File: config.mk
export PLATFORM = sky130hd
export DESIGN_NAME = point_in_polygon_test_unit
export DESIGN_NICKNAME = d
export VERILOG_FILES = /design/src/design/pip_pkg.sv /design/src/design/pip_vertex_ram.sv /design/src/design/pip_edge_unit.sv /design/src/design/point_in_polygon_test_unit.sv
export SDC_FILE = /design/constraint.sdc
export NUM_CORES = 2
export LEC_CHECK = 0
export ABC_CLOCK_PERIOD_IN_PS = 24600
export BUFFER_PORTS_ARGS = -buffer_cell sky130_fd_sc_hd__buf_4
export CORE_MARGIN = 2
export CORE_UTILIZATION = 46
export DETAILED_ROUTE_END_ITERATION = 6
export SLEW_MARGIN = 10
export SYNTH_ARGS = -nofsm -noshare
export SYNTH_HDL_FRONTEND = slang
export SYNTH_SLANG_ARGS = --single-unit
export TNS_END_PERCENT = 30
File: constraint.sdc
create_clock -name clk -period 24.6 [get_ports clk]
set_input_delay 4.92 -clock clk [delete_from_list [all_inputs] [get_ports clk]]
set_output_delay 4.92 -clock clk [all_outputs]
set_load 0.01 [all_outputs]
File: src/design/pip_pkg.sv
package pip_pkg;

  // widths fixed by the port fields
  localparam int FIELD_W = 16;
  localparam int INDEX_W = 4;
  localparam int COUNT_W = 5;
  // wide enough for any slot or count compared against the table depth
  localparam int SLOT_W  = 9;
  // holding width for a field before the low coordinate bits are taken
  localparam int WIDE_W  = 32;

  typedef enum logic {
    KIND_WRITE = 1'b0,
    KIND_QUERY = 1'b1
  } pip_kind_t;

  typedef struct packed {
    logic load_j;
    logic lhs;
    logic rhs;
  } pip_edge_ctrl_t;

endpackage

File: src/design/pip_vertex_ram.sv
module pip_vertex_ram #(
  parameter int DEPTH = 16,
  parameter int WIDTH = 32
) (
  input  logic                     clk,
  input  logic                     we,
  input  logic [$clog2(DEPTH)-1:0] waddr,
  input  logic [WIDTH-1:0]         wdata,
  input  logic [$clog2(DEPTH)-1:0] raddr,
  output logic [WIDTH-1:0]         rdata
);

  logic [WIDTH-1:0] mem [DEPTH];

  always_ff @(posedge clk) begin
    if (we) begin
      mem[waddr] <= wdata;
    end
    rdata <= mem[raddr];
  end

endmodule

File: src/design/pip_edge_unit.sv
module pip_edge_unit
  import pip_pkg::*;
#(
  parameter int COORD_BITS = 16
) (
  input  logic                         clk,
  input  logic                         rst,
  input  pip_edge_ctrl_t               ctrl,
  input  logic signed [COORD_BITS-1:0] rd_x,
  input  logic signed [COORD_BITS-1:0] rd_y,
  input  logic signed [COORD_BITS-1:0] px,
  input  logic signed [COORD_BITS-1:0] py,
  output logic                         toggle
);

  localparam int D = COORD_BITS + 1;
  localparam int P = 2 * D;

  logic signed [COORD_BITS-1:0] xi, yi, xj, yj;
  logic signed [D-1:0]          op_a, op_b;
  logic signed [P-1:0]          prod;
  logic signed [P-1:0]          lhs, rhs;
  logic                         up, down, in_span, pending;

  // one multiplier, two passes per edge:
  // lhs pass (yj-yi)*(px-xi) with vertex i straight off the RAM,
  // rhs pass (xj-xi)*(py-yi) with vertex i from its register
  always_comb begin
    if (ctrl.lhs) begin
      op_a = D'(yj) - D'(rd_y);
      op_b = D'(px) - D'(rd_x);
    end else begin
      op_a = D'(xj) - D'(xi);
      op_b = D'(py) - D'(yi);
    end
  end

  assign prod = op_a * op_b;

  always_ff @(posedge clk) begin
    if (ctrl.load_j) begin
      xj <= rd_x;
      yj <= rd_y;
    end
    if (ctrl.lhs) begin
      xi  <= rd_x;
      yi  <= rd_y;
      lhs <= prod;
    end
    if (ctrl.rhs) begin
      rhs     <= prod;
      up      <= yi < yj;
      down    <= yi > yj;
      in_span <= (yi < yj) ? ((yi <= py) && (py <= yj)) : ((yj <= py) && (py <= yi));
      // this vertex closes the next edge
      xj      <= xi;
      yj      <= yi;
    end
  end

  // compare runs the cycle after the rhs pass
  always_ff @(posedge clk) begin
    if (rst) begin
      pending <= 1'b0;
    end else begin
      pending <= ctrl.rhs;
    end
  end

  assign toggle = pending && in_span && ((up && (lhs > rhs)) || (down && (lhs < rhs)));

endmodule

File: src/design/point_in_polygon_test_unit.sv
// Even-odd point-in-polygon test over a stored polygon. A vertex write
// (kind 0) never raises busy. A query (kind 1) holds busy through LOAD_J,
// an LHS and an RHS pass per edge and TALLY, n being vertex_count capped at
// MAX_VERTICES; the answer appears on inside_res with done high for exactly
// one cycle. With n zero, busy stays low and the answer follows in the cycle
// after the transfer. Passes come from the single shared multiplier, used
// twice per edge, and the one read port of the vertex RAM. Results cannot be
// held off: the receiver must take done when it comes. The user must write
// vertex_count through cfg_wr/cfg_data only while idle; no logic enforces it.
module point_in_polygon_test_unit
  import pip_pkg::*;
#(
  parameter int MAX_VERTICES = 16,
  parameter int COORD_BITS   = 16
) (
  input  logic                      clk,
  input  logic                      rst,
  input  logic                      start,
  output logic                      busy,
  input  logic                      kind,
  input  logic [INDEX_W-1:0]        vertex_index,
  input  logic signed [FIELD_W-1:0] coord_x,
  input  logic signed [FIELD_W-1:0] coord_y,
  input  logic                      cfg_wr,
  input  logic [COUNT_W-1:0]        cfg_data,
  output logic                      done,
  output logic                      inside_res
);

  localparam int AW = (MAX_VERTICES > 1) ? $clog2(MAX_VERTICES) : 1;
  localparam int CW = $clog2(MAX_VERTICES + 1);

  typedef enum logic [2:0] {
    IDLE,
    LOAD_J,
    LHS,
    RHS,
    TALLY
  } state_t;

  state_t                      state;
  logic [COUNT_W-1:0]          vertex_count;
  logic [AW-1:0]               idx;
  logic                        parity;
  logic signed [COORD_BITS-1:0] px, py;

  logic                        accept;
  logic [WIDE_W-1:0]           x_wide, y_wide;
  logic signed [COORD_BITS-1:0] cx, cy;
  logic [SLOT_W-1:0]           slot_wide, count_wide, n_wide;
  logic [CW-1:0]               n, n_m1;
  logic [AW-1:0]               last, raddr;
  logic                        we;
  logic [2*COORD_BITS-1:0]     rdata;
  pip_edge_ctrl_t              ctrl;
  logic                        toggle;

  assign accept = start && !busy;
  assign busy   = (state != IDLE);

  // low COORD_BITS of the field, sign taken from that width
  assign x_wide = {{(WIDE_W-FIELD_W){1'b0}}, coord_x};
  assign y_wide = {{(WIDE_W-FIELD_W){1'b0}}, coord_y};
  assign cx     = x_wide[COORD_BITS-1:0];
  assign cy     = y_wide[COORD_BITS-1:0];

  assign slot_wide  = {{(SLOT_W-INDEX_W){1'b0}}, vertex_index};
  assign count_wide = {{(SLOT_W-COUNT_W){1'b0}}, vertex_count};
  assign n_wide     = (count_wide > SLOT_W'(MAX_VERTICES)) ? SLOT_W'(MAX_VERTICES) : count_wide;
  assign n          = n_wide[CW-1:0];
  assign n_m1       = n - CW'(1);
  assign last       = n_m1[AW-1:0];

  assign we = accept && (kind == KIND_WRITE) && (slot_wide < SLOT_W'(MAX_VERTICES));

  always_comb begin
    case (state)
      IDLE:    raddr = last;
      LOAD_J:  raddr = '0;
      RHS:     raddr = (idx == last) ? idx : idx + AW'(1);
      default: raddr = idx;
    endcase
  end

  assign ctrl.load_j = (state == LOAD_J);
  assign ctrl.lhs    = (state == LHS);
  assign ctrl.rhs    = (state == RHS);

  pip_vertex_ram #(
    .DEPTH(MAX_VERTICES),
    .WIDTH(2*COORD_BITS)
  ) u_ram (
    .clk  (clk),
    .we   (we),
    .waddr(slot_wide[AW-1:0]),
    .wdata({cx, cy}),
    .raddr(raddr),
    .rdata(rdata)
  );

  pip_edge_unit #(
    .COORD_BITS(COORD_BITS)
  ) u_edge (
    .clk   (clk),
    .rst   (rst),
    .ctrl  (ctrl),
    .rd_x  (rdata[2*COORD_BITS-1:COORD_BITS]),
    .rd_y  (rdata[COORD_BITS-1:0]),
    .px    (px),
    .py    (py),
    .toggle(toggle)
  );

  always_ff @(posedge clk) begin
    if (rst) begin
      vertex_count <= '0;
    end else if (cfg_wr) begin
      vertex_count <= cfg_data;
    end
  end

  always_ff @(posedge clk) begin
    if (accept) begin
      px <= cx;
      py <= cy;
    end
  end

  always_ff @(posedge clk) begin
    if (rst) begin
      state      <= IDLE;
      done       <= 1'b0;
      inside_res <= 1'b0;
      parity     <= 1'b0;
      idx        <= '0;
    end else begin
      done   <= 1'b0;
      parity <= parity ^ toggle;
      case (state)
        IDLE: begin
          if (accept && (kind == KIND_QUERY)) begin
            parity <= 1'b0;
            idx    <= '0;
            if (n == '0) begin
              inside_res <= 1'b0;
              done       <= 1'b1;
            end else begin
              state <= LOAD_J;
            end
          end
        end
        LOAD_J: state <= LHS;
        LHS:    state <= RHS;
        RHS: begin
          if (idx == last) begin
            state <= TALLY;
          end else begin
            idx   <= idx + AW'(1);
            state <= LHS;
          end
        end
        TALLY: begin
          // last edge's compare lands here
          inside_res <= parity ^ toggle;
          done       <= 1'b1;
          state      <= IDLE;
        end
        default: state <= IDLE;
      endcase
    end
  end

endmodule

==> impl_metrics.env <==
export IMPL_area_contributors_post_synth="edfxtp_1 (48%), fa_1 (14%), ha_1 (6.3%), nand2_1 (6.3%), inv_1 (4.2%)"
export IMPL_critical_path_slowest_cell="mux2i_2"
export IMPL_synth_edf_count=679
export IMPL_globalRouteOverflowTotal=0
export IMPL_die_width_um=308
export IMPL_worst_endpoint_required_ns=24.97
export IMPL_finalSetupViolations=0
export IMPL_path_class="reg -> reg"
export IMPL_clk_path_buf_depth=3
export IMPL_async_reset_ff_frac=0
export IMPL_h_tree_depth=3
export IMPL_critical_path_endpoint_type="register"
export IMPL_die_y_um=308
export IMPL_avgRoutedWirePerCell_um=20.8
export IMPL_dp_final_hpwl_um=72300
export IMPL_vias_per_cell=5.39
export IMPL_placedInstanceArea_sq_mm=0.0444
export IMPL_post_synth_top_area_cell="edfxtp_1"
export IMPL_syn_cell_area_sq_mm=0.0426
export IMPL_placementRows=111
export IMPL_syn2layout_area_growth_pct=10.2
export IMPL_fin_skew_ns=0.0330
export IMPL_routed_wirelength_um=105000
export IMPL_drt_iter0_drc=2247
export IMPL_route_detailed_drc=0
export IMPL_mappedNetlistNets=4288
export IMPL_post_route_cells_drive_above_1_share=0.0693
export IMPL_grt_max_degree=129
export IMPL_wirelength_met1_um=47300
export IMPL_wl_met2_um=49200
export IMPL_first_pass_grt_wire_length_um=162000
export IMPL_antenna_found_initial=0
export IMPL_grt_usage=0.224
export IMPL_post_cts_hold_buffer_count=0
export IMPL_flops_latches_synth=727
export IMPL_max_freq_mhz=101
export IMPL_design_die_area_sq_mm=0.0951
export IMPL_proportion_of_synthesized_chip_area_in_sequential_cells=0.501
export IMPL_min_path_type="reg -> reg"
export IMPL_port_buffers=48
export IMPL_layout_cell_area_non_filler_sq_mm=0.0470
export IMPL_gpl_final_weighted_congestion=0.975
export IMPL_synthDistinctLibCells=78
export IMPL_cts_post_setup_buffers_inserted=0
export IMPL_initial_core_util=0.464
export IMPL_postCtsResizedCells=0
export IMPL_syn_mean_instance_area_sq_um=11.4
export IMPL_antenna_diode_count=0
export IMPL_worst_path_max_fanout=60
export IMPL_routed_top_layer="met4"
export IMPL_dr_pass1_iters=6
export IMPL_synth_largest_type_area_fraction=0.478
export IMPL_max_slew_margin=0.296
export IMPL_tns_ns=0
export IMPL_timing_hold_worst_start="u_ram.rdata[19]"
export IMPL_regToRegStartpoint="state[1]"
export IMPL_final_hold_viol_count=0
export IMPL_max_cap_violations=0
export IMPL_synth_flop_cell="edfxtp_1"
export IMPL_tritoncts_num_sinks=727
export IMPL_numCtsBuffers=80
export IMPL_share_of_the_clock_period_used_by_the_worst_path_after_layout=0.402
export IMPL_area_of_the_core_region_sq_mm=0.0918
export IMPL_detail_route_antenna_nets=0
export IMPL_critPathArrivalTime_ns=10.27
export IMPL_first_global_vias=26900
export IMPL_postSynthCellCount=3725
export IMPL_path_common_cell="fa_1"
export IMPL_detailroute_wirelength_met3_um=5580
export IMPL_outcome="complete, no violations"
export IMPL_worst_pin_slew_ns=1.06
export IMPL_clock_insertion_delay_worst_skew_ns=0.65
export IMPL_cp_slowest_stage_delay_ns=0.91
export IMPL_floorplan_io_pins=49
export IMPL_cts_reportedPaths_clkPinSlew_ns=0.06
export IMPL_setup_worst_path_start="state[1]"
export IMPL_clockRootBuffer="clkbuf_16"
export IMPL_final_min_clock_period_ns=9.90
export IMPL_nNetsFinal=4323
export IMPL_startpoint_type="register"
export IMPL_synth_warning_count=0
export IMPL_timing_final_max_slew_violations=0
export IMPL_vias=27300
export IMPL_tritoncts_clock_tree="yes"
export IMPL_rsz0062_at_grt="no"
[synthesized netlist by cell type (all sizes together), types with 7 or more instances]
cell and count:
mux2i 76, o21a 25, a32oi 38, nand2 719
fa 301, a21oi 98, a211oi 45, nor3 35
dfxtp 48, and2 38, ha 216, a21o 36
xor2 21, nor2b 25, nor2 166, o21bai 12
clkbuf 79, and3 7, edfxtp 679, or3 16
or2 7, buf 57, nand2b 25, nand4 47
o31ai 8, o21ai 100, xnor2 63, inv 472
nand3 124, a31oi 8, o22ai 50
[state kept, by name, summed over array words and instances (netlist names)]
| signal | cells |
|---|---|
| done | 1 |
| state | 3 |
| u_edge.up | 1 |
| u_edge.yj | 16 |
| u_ram.mem | 512 |
| u_edge.xi | 16 |
| inside_res | 1 |
| u_edge.rhs | 34 |
| u_ram.rdata | 32 |
| idx | 4 |
| u_edge.yi | 16 |
| vertex_count | 5 |
| u_edge.down | 1 |
| u_edge.in_span | 1 |
| u_edge.xj | 16 |
| u_edge.pending | 1 |
| py | 16 |
| px | 16 |
| parity | 1 |
| u_edge.lhs | 34 |
[metrics by stage]
stage               hold WS [ns]  setup slack [ns]  instances   util
finish                     0.426             14.70       5068  0.512
global route               0.433             14.09       5068  0.512
CTS                        0.428             14.73       5068  0.512
detailed placement         0.414             14.74       4921  0.484
global placement           0.412             14.86       4921  0.484
floorplan                  0.408             15.26       3725      -
[cells by family (layout without fill, tap and decap cells)]
| group | Yosys count | in the layout | synth area share |
|---|---|---|---|
| AOI/OAI and AO/OA | 477 | 477 | 0.0763 |
| xor gates and xnor gates | 84 | 84 | 0.0173 |
| adders and majority gates | 517 | 517 | 0.205 |
| buffers and inverters | 608 | 708 | 0.0564 |
| DFF | 727 | 727 | 0.501 |
| muxes | 78 | 78 | 0.0184 |
| and+or+nand+nor | 1234 | 1234 | 0.126 |
[worst max-delay path: cells and delay by family, from the launching register on]
family | cells | cell delay, ns
adders and majority gates | 7 | 3.32
AOI/OAI and AO/OA | 7 | 1.92
buffers and inverters | 7 | 1.66
and+or+nand+nor | 3 | 1.17
muxes | 1 | 0.91
DFF | 1 | 0.52
xor gates and xnor gates | 1 | 0.10
[final timing paths]
kind	cells past startpoint	to	slack [ns]
worst max-delay path	26	u_edge.rhs[32]	14.70
worst min register to register	0	u_edge.xi[3]	0.43
worst max register to register	26	u_edge.rhs[32]	14.70
worst min-delay path	0	u_edge.xi[3]	0.43
[per-layer routing]
layer / track usage / up-vias
met4: 0.0718 / 0
met1: 0.313 / 13600
met2: 0.362 / 782
met3: 0.0301 / 180
met5: 0 / -
li1: - / 12800
[final cells by class]
class	count	area (sq um)
timing repair buffer	89	681
clock inverter	46	445
sequential	727	21400
tap	1243	1560
clock buffer	101	2110
fill	8116	44800
inverter	472	1780
multi-input combinational	2390	19100
[cell usage in the layout, fill, tap and decap left out, types with 33 or more instances in the layout]
cell type	count
nand2_1	719
edfxtp_1	679
inv_1	470
fa_1	301
ha_1	216
nor2_1	153
nand3_1	123
o21ai_0	96
a21oi_1	96
buf_4	88
clkbuf_16	81
mux2i_1	75
xnor2_1	63
o22ai_1	50
dfxtp_1	48
nand4_1	47
a32oi_1	38
a21o_1	35
and2_1	33
Power is left out: the tool's default activity adds up to more than one toggle a clock period on the data nets, which glitch-free logic cannot reach.
